**config.mk**
```make
export PLATFORM = sky130hd
export DESIGN_NAME = ordered_list_table_unit
export DESIGN_NICKNAME = d
export VERILOG_FILES = /design/src/rtl/core/olt_pkg.sv /design/src/rtl/core/olt_cell.sv /design/src/rtl/core/ordered_list_table_unit.sv
export SDC_FILE = /design/constraint.sdc
export NUM_CORES = 2
export LEC_CHECK = 0
export ABC_AREA = 1
export BUFFER_PORTS_ARGS = -buffer_cell sky130_fd_sc_hd__buf_4
export CAP_MARGIN = 20
export CORE_MARGIN = 8
export CORE_UTILIZATION = 35
export CTS_CLUSTER_SIZE = 16
export DETAILED_ROUTE_END_ITERATION = 16
export PLACE_DENSITY = 0.53
export SETUP_SLACK_MARGIN = 0.15
export SLEW_MARGIN = 20
export SYNTH_ARGS = -nofsm -noshare
export SYNTH_HDL_FRONTEND = slang
export SYNTH_HIERARCHICAL = 1
export SYNTH_SLANG_ARGS = --single-unit
export TNS_END_PERCENT = 30
```
**constraint.sdc**
```tcl
create_clock -name clk -period 8.9 [get_ports clk]
set_input_delay 1.335 -clock clk [delete_from_list [all_inputs] [get_ports clk]]
set_output_delay 1.335 -clock clk [all_outputs]
set_load 0.1 [all_outputs]
```
**src/rtl/core/olt_pkg.sv**
```systemverilog
`timescale 1ns / 1ps

package olt_pkg;

	// Default sizing
	localparam int unsigned DEPTH_DEF      = 16;
	localparam int unsigned DATA_WIDTH_DEF = 32;

	// Fixed field widths
	localparam int unsigned CMD_W   = 3;
	localparam int unsigned ITEM_W  = 32;
	localparam int unsigned REM_W   = 32;
	localparam int unsigned COUNT_W = 5;

	// Command codes (code 7 is unused)
	typedef enum logic [CMD_W-1:0] {
		CMD_INS_ORD   = 3'd0,
		CMD_INS_FRONT = 3'd1,
		CMD_INS_REAR  = 3'd2,
		CMD_SEARCH    = 3'd3,
		CMD_REM_FRONT = 3'd4,
		CMD_REM_REAR  = 3'd5,
		CMD_REM_VAL   = 3'd6
	} cmd_t;

	// Which cell condition marks the position a command acts on
	typedef enum logic [2:0] {
		MK_NONE,
		MK_ORD,     // first entry >= key, or first free slot
		MK_FRONT,   // every cell, so the first one wins
		MK_FREE,    // first free slot
		MK_VALID,   // first valid entry
		MK_LAST,    // last valid entry
		MK_EQ       // first entry equal to key
	} mark_t;

	// Control broadcast to every cell
	typedef struct packed {
		logic  ins;
		logic  rem;
		mark_t mark;
	} ctl_t;

endpackage

```
**src/rtl/core/olt_cell.sv**
```systemverilog
`timescale 1ns / 1ps

module olt_cell #(
	parameter int unsigned DATA_WIDTH = olt_pkg::DATA_WIDTH_DEF
) (
	input  logic                  clk,
	input  logic                  arst_n,
	input  olt_pkg::ctl_t         ctl,
	input  logic [DATA_WIDTH-1:0] key,
	input  logic [DATA_WIDTH-1:0] left_val,
	input  logic                  left_vld,
	input  logic [DATA_WIDTH-1:0] right_val,
	input  logic                  right_vld,
	input  logic                  hit_in,
	output logic                  hit_out,
	input  logic [DATA_WIDTH-1:0] acc_in,
	output logic [DATA_WIDTH-1:0] acc_out,
	output logic [DATA_WIDTH-1:0] val,
	output logic                  vld
);
	import olt_pkg::*;

	logic [DATA_WIDTH-1:0] val_q;
	logic                  vld_q;
	logic                  ge;
	logic                  eq;
	logic                  mark;
	logic                  here;

	// Local compare and mark selection
	always_comb begin
		ge = vld_q && (val_q >= key);
		eq = vld_q && (val_q == key);
		case (ctl.mark)
			MK_ORD:   mark = ge || !vld_q;
			MK_FRONT: mark = 1'b1;
			MK_FREE:  mark = !vld_q;
			MK_VALID: mark = vld_q;
			MK_LAST:  mark = vld_q && !right_vld;
			MK_EQ:    mark = eq;
			default:  mark = 1'b0;
		endcase
	end

	// First mark along the chain owns the command
	assign here    = mark && !hit_in;
	assign hit_out = hit_in || mark;
	assign acc_out = acc_in | (here ? val_q : '0);

	// Valid bit: insert shifts toward the rear, remove pulls from the rear
	always_ff @(posedge clk or negedge arst_n) begin
		if (!arst_n) begin
			vld_q <= 1'b0;
		end else if (ctl.ins) begin
			if (hit_in) vld_q <= left_vld;
			else if (here) vld_q <= 1'b1;
		end else if (ctl.rem) begin
			if (hit_in || here) vld_q <= right_vld;
		end
	end

	// Stored value
	always_ff @(posedge clk) begin
		if (ctl.ins) begin
			if (hit_in) val_q <= left_val;
			else if (here) val_q <= key;
		end else if (ctl.rem) begin
			if (hit_in || here) val_q <= right_val;
		end
	end

	assign val = val_q;
	assign vld = vld_q;

endmodule

```
**src/rtl/core/ordered_list_table_unit.sv**
```systemverilog
`timescale 1ns / 1ps

// Channel | Dir | tdata (low bit first)                          | tuser
// s_*     | in  | item_value[31:0]                               | cmd[2:0]
// m_*     | out | ok[0], removed_value[32:1], entry_count[37:33] | -
//
// One request per cycle while s_tready is high: every command is settled
// combinationally by the row of DEPTH cells, with the first-match flag and removed
// value rippling from cell to cell. The result is registered and shown in the cycle after acceptance.
// Reset clears every valid bit and the fill count at once; no clearing pass.
// s_tready stays high while the output register is empty or being drained.

module ordered_list_table_unit #(
	parameter int unsigned DEPTH      = olt_pkg::DEPTH_DEF,
	parameter int unsigned DATA_WIDTH = olt_pkg::DATA_WIDTH_DEF
) (
	input  logic        clk,
	input  logic        arst_n,
	input  logic        s_tvalid,
	output logic        s_tready,
	input  logic [31:0] s_tdata,   // item_value[31:0]
	input  logic [2:0]  s_tuser,   // cmd[2:0]
	output logic        m_tvalid,
	input  logic        m_tready,
	output logic [39:0] m_tdata    // ok, removed_value, entry_count, zero pad
);
	import olt_pkg::*;

	localparam int unsigned CW = $clog2(DEPTH + 1);

	logic                  accept;
	logic [63:0]           item_ext;
	logic [DATA_WIDTH-1:0] key;
	cmd_t                  cmd;
	ctl_t                  ctl;
	logic                  full;
	logic                  is_ins;
	logic                  is_rem;
	logic                  ok_c;
	logic [CW-1:0]         fill_q;
	logic [CW-1:0]         fill_nxt;
	logic [63:0]           cnt_ext;
	logic [63:0]           rem_ext;

	logic [DEPTH:0]                 hit;
	logic [DEPTH:0][DATA_WIDTH-1:0] acc;
	logic [DEPTH-1:0][DATA_WIDTH-1:0] val;
	logic [DEPTH-1:0]               vld;

	logic                  out_vld_q;
	logic                  ok_q;
	logic [REM_W-1:0]      rem_q;
	logic [COUNT_W-1:0]    cnt_q;

	assign s_tready = !out_vld_q || m_tready;
	assign accept   = s_tvalid && s_tready;
	assign item_ext = 64'(s_tdata);
	assign key      = item_ext[DATA_WIDTH-1:0];
	assign cmd      = cmd_t'(s_tuser);
	assign full     = (fill_q == CW'(DEPTH));

	// Command decode
	always_comb begin
		is_ins   = 1'b0;
		is_rem   = 1'b0;
		ctl.mark = MK_NONE;
		case (cmd)
			CMD_INS_ORD:   begin is_ins = 1'b1; ctl.mark = MK_ORD;   end
			CMD_INS_FRONT: begin is_ins = 1'b1; ctl.mark = MK_FRONT; end
			CMD_INS_REAR:  begin is_ins = 1'b1; ctl.mark = MK_FREE;  end
			CMD_SEARCH:    begin ctl.mark = MK_EQ; end
			CMD_REM_FRONT: begin is_rem = 1'b1; ctl.mark = MK_VALID; end
			CMD_REM_REAR:  begin is_rem = 1'b1; ctl.mark = MK_LAST;  end
			CMD_REM_VAL:   begin is_rem = 1'b1; ctl.mark = MK_EQ;    end
			default:       begin ctl.mark = MK_NONE; end
		endcase
		ctl.ins = accept && is_ins && !full;
		ctl.rem = accept && is_rem;
	end

	// Row of cells
	assign hit[0] = 1'b0;
	assign acc[0] = '0;

	for (genvar i = 0; i < DEPTH; i++) begin : g_cell
		logic [DATA_WIDTH-1:0] lv;
		logic                  lvld;
		logic [DATA_WIDTH-1:0] rv;
		logic                  rvld;

		if (i == 0) begin : g_first
			assign lv   = '0;
			assign lvld = 1'b0;
		end else begin : g_mid_l
			assign lv   = val[i-1];
			assign lvld = vld[i-1];
		end

		if (i == DEPTH - 1) begin : g_last
			assign rv   = '0;
			assign rvld = 1'b0;
		end else begin : g_mid_r
			assign rv   = val[i+1];
			assign rvld = vld[i+1];
		end

		olt_cell #(
			.DATA_WIDTH(DATA_WIDTH)
		) u_cell (
			.clk      (clk),
			.arst_n   (arst_n),
			.ctl      (ctl),
			.key      (key),
			.left_val (lv),
			.left_vld (lvld),
			.right_val(rv),
			.right_vld(rvld),
			.hit_in   (hit[i]),
			.hit_out  (hit[i+1]),
			.acc_in   (acc[i]),
			.acc_out  (acc[i+1]),
			.val      (val[i]),
			.vld      (vld[i])
		);
	end

	// Result and count
	always_comb begin
		fill_nxt = fill_q;
		if (is_ins) begin
			ok_c = !full;
			if (!full) fill_nxt = fill_q + CW'(1);
		end else if (is_rem) begin
			ok_c = hit[DEPTH];
			if (hit[DEPTH]) fill_nxt = fill_q - CW'(1);
		end else if (cmd == CMD_SEARCH) begin
			ok_c = hit[DEPTH];
		end else begin
			ok_c = 1'b0;
		end
	end

	assign cnt_ext = 64'(fill_nxt);
	assign rem_ext = 64'(is_rem ? acc[DEPTH] : '0);

	// Fill count and output valid
	always_ff @(posedge clk or negedge arst_n) begin
		if (!arst_n) begin
			fill_q    <= '0;
			out_vld_q <= 1'b0;
		end else begin
			if (accept) fill_q <= fill_nxt;
			if (accept) out_vld_q <= 1'b1;
			else if (m_tready) out_vld_q <= 1'b0;
		end
	end

	// Result payload
	always_ff @(posedge clk) begin
		if (accept) begin
			ok_q  <= ok_c;
			rem_q <= rem_ext[REM_W-1:0];
			cnt_q <= cnt_ext[COUNT_W-1:0];
		end
	end

	assign m_tvalid = out_vld_q;
	assign m_tdata  = {2'b00, cnt_q, rem_q, ok_q};

	// Checks
	logic [DEPTH:0] exp_vld;
	assign exp_vld = ~({(DEPTH + 1){1'b1}} << fill_q);

	a_fill_range: assert property (@(posedge clk) disable iff (!arst_n)
		fill_q <= CW'(DEPTH))
		else $error("fill count above depth");

	a_vld_packed: assert property (@(posedge clk) disable iff (!arst_n)
		vld == exp_vld[DEPTH-1:0])
		else $error("valid bits not packed at the front or not matching fill");

	a_full_ins: assert property (@(posedge clk) disable iff (!arst_n)
		accept && is_ins && full |=> fill_q == CW'(DEPTH) && !ok_q)
		else $error("insert into full list changed state");

	a_one_hit_per_rem: assert property (@(posedge clk) disable iff (!arst_n)
		ctl.rem && hit[DEPTH] |=> fill_q == $past(fill_q) - CW'(1))
		else $error("remove did not drop exactly one entry");

	a_result_ready: assert property (@(posedge clk) disable iff (!arst_n)
		accept |=> m_tvalid)
		else $error("accepted request produced no result");

endmodule

```
==> results.py <==
metrics = {
    "synthesis": {
        "yosysWarnings": 6,
        "synth_edf_count": 550,
        "synth_area_um2": 56300,
        "ys_types": 30,
        "avgSynthCellArea_um2": 8.11,
        "ys_top_cells_by_area": "edfxtp_1 29%, o21bai_4 16%, ha_1 11%",
        "yosys.area.top_type_share_pct": 29.4,
        "synth_flop_cell": "edfxtp_1",
        "ys_seq_area_share_pct": 30.3,
        "synthArstFlopShare_pct": 3.85,
        "syn_inst": 6940,
        "synth_top_area_cell": "edfxtp_1",
        "ys_ff_latch": 572,
    },
    "cts": {
        "clk_path_buf_depth": 3,
        "cts_root_buf": "clkbuf_16",
        "post_cts_buffers": 0,
        "numCtsBuffers": 78,
        "cts_tree": "built",
        "cts_resized": 0,
        "cts.htree.levels": 3,
        "cts_hold_buf": 0,
        "cts.sink_count": 572,
        "path_clk_slew_ns": 0.06,
        "clock_latency_ns": 0.69,
    },
    "global_route": {
        "gr-usage-all-layers_pct": 19.1,
        "grt_max_degree": 172,
        "grt_pass1_wl_um": 266000,
        "grt_pass1_vias": 44300,
        "antenna_found_initial": 1,
        "grt_overflow": 0,
    },
    "setup_path": {
        "cp_max_fo": 35,
        "r2r_cells": 45,
        "worstPathRequired_ns": 9.29,
        "worstReg2RegStart": "g_cell[0].u_cell/val[9]",
        "cp_common_cell": "nand3_2",
        "rr_endpoint": "rem_q[0]",
        "cp-start-kind": "primary input",
        "endpoint_kind": "flop",
        "critPathSlowestCell": "nand2_4",
        "worstSetupPathType": "primary input to flop",
        "arrival_ns": 7.80,
        "r2r_slack_ns": 2.05,
        "critPathMaxStageDelay_ns": 0.78,
    },
    "hold_path": {
        "min_path_type": "flop to flop",
        "holdCritStartpoint": "m_tvalid",
        "min_path_cells": 2,
        "min_to": "m_tvalid",
    },
    "timing": {
        "tightest_slew_ns": 1.05,
        "skew_ns": 0.0407,
        "slew_viol_final": 0,
        "relSlewSlack_pct": 30.0,
        "fin_setup_tns_ns": 0,
        "rsz0062_at_grt": "false",
        "fmax_mhz": 135,
        "fin_crit_sh_pct": 83.2,
        "hold_violations": 0,
        "setup_viol": 0,
        "min_period_ns": 7.41,
    },
    "final_layout": {
        "multi_input_area_um2": 32900,
        "drive_above_1_share_pct": 13.7,
        "nFillCells": 16400,
        "nets": 7614,
        "layout.area.seq_um2": 17100,
        "syn_to_final_growth_pct": 9.44,
    },
    "drt": {
        "drtPass1Iterations": 5,
        "drc_errors": 0,
        "wl_um": 170000,
        "ant_nets": 0,
        "vias": 45100,
        "first_iter_violations": 3489,
        "vias_per_cell": 4.86,
        "wl_per_cell_um": 18.3,
    },
    "floorplanning": {
        "pin_count": 81,
        "start_util_pct": 35.1,
        "chipWidth_um": 417,
        "die_height_um": 417,
        "dieArea_um2": 174000,
        "core_area_um2": 160000,
        "std_cell_rows": 147,
    },
    "job": {
        "maxCapViolations": 0,
    },
    "placed_design": {
        "place.port_buffers": 78,
        "dp.final_hpwl_um": 130000,
        "place_congestion": 0.841,
    },
    "power_and_ir_drop": {
        "power_density_nw_per_um2": 173,
        "p_total_w": 0.0106,
        "p_leak_nw": 28.9,
        "ir_worst_vdd_uv": 134,
    },
    "status": {
        "status": "complete, no violations",
    },
}
-- cells by family (layout without fill, tap and decap cells) --
logic type	Yosys count	after routing	synth area share, %
adders and majority gates	514	514	11.4
other	1	108	0.00666
DFF	572	572	30.3
AOI/OAI and AO/OA	1847	1847	28.6
xor gates and xnor gates	3	3	0.0467
and+or+nand+nor	2414	2414	17.6
buffers and inverters	1589	1662	12.0
-- report_power, final --
| group | total (W) | internal (W) | switching (W) |
|---|---|---|---|
| clock | 0.00305 | 0.00173 | 0.00131 |
| sequential | 0.00384 | 0.00343 | 0.000414 |
| combinational | 0.00375 | 0.00159 | 0.00216 |
-- synthesized netlist by cell type (48+ instances only) --
master and n:
o21ai_0 1077, nand2_2 81, ha_1 514, o21bai_4 480, clkbuf_1 195, buf_12 48
nor2_1 791, a21oi_1 193, inv_1 1325, nand3_1 74, edfxtp_1 550, nand2_1 1351
-- layout by cell type (no fill, tap or decap), types with 17 or more instances in the layout --
cell type,n
a211oi_1,32
a21o_1,32
a21oi_1,192
buf_4,176
clkbuf_1,21
clkbuf_16,80
clkinv_1,26
clkinv_2,22
conb_1,106
dfrtp_1,22
edfxtp_1,550
ha_1,514
inv_1,1316
nand2_1,1350
nand2_2,81
nand2_4,17
nand3_1,62
nand4_1,17
nor2_1,790
nor2_2,32
nor2_4,33
o21ai_0,1076
o21bai_1,32
o21bai_4,480
-- sequential cells by signal, summed over array words and instances (netlist names) --
| name | count |
|---|---|
| g_cell.u_cell/val | 512 |
| rem_q | 32 |
| g_cell.u_cell/vld | 16 |
| cnt_q | 5 |
| fill_q | 5 |
| m_tvalid | 1 |
| ok_q | 1 |
-- metal layers --
layer / wire [um] / up-vias / part of all wire, % / global-route usage [%]
li1: - / 22600 / - / -
met1: 82400 / 21200 / 49 / 27.4
met2: 76900 / 1084 / 45 / 31.2
met3: 7640 / 150 / 4.5 / 2.18
met4: 2850 / 0 / 1.7 / 3.40
met5: 0 / - / 0 / 0
-- worst max path at each step --
| stage | startpoint | endpoint | cells after the start |
|---|---|---|---|
| 3_3_place_gp | s_tdata[27] | rem_q[0] | 45 |
| 5_1_grt | s_tdata[27] | rem_q[0] | 45 |
| 6_report | s_tdata[27] | rem_q[0] | 45 |
| 2_1_floorplan | s_tuser[0] | g_cell[15].u_cell/val[0] | 39 |
| 4_1_cts | s_tdata[27] | rem_q[0] | 45 |
| 3_5_place_dp | s_tdata[27] | rem_q[0] | 45 |
-- final cells by class --
cell class,instances,area share [%]
timing repair buffer,183,2.39
antenna,2,0.00813
multi-input combinational,4884,53.5
tap,2160,4.39
inverter,1342,8.21
clock inverter,35,0.408
clock buffer,102,3.40
sequential,572,27.7
-- per-stage QoR --
stage,instances,setup slack [ns],util (%),area [um2],hold slack [ns]
floorplan,7045,0.220,-,56800,0.480
global placement,9135,0.850,36.9,59100,0.507
detailed placement,9138,0.906,36.9,59200,0.529
CTS,9275,1.59,38.4,61500,0.544
global route,9278,1.08,38.4,61600,0.575
finish,9280,1.49,38.4,61600,0.545
-- critical path: cells and delay by family --
kind	cells	cell delay, ns
AOI/OAI and AO/OA	2	0.50
and+or+nand+nor	23	3.33
adders and majority gates	1	0.30
buffers and inverters	19	2.20
(Power assumes the default switching activity.)
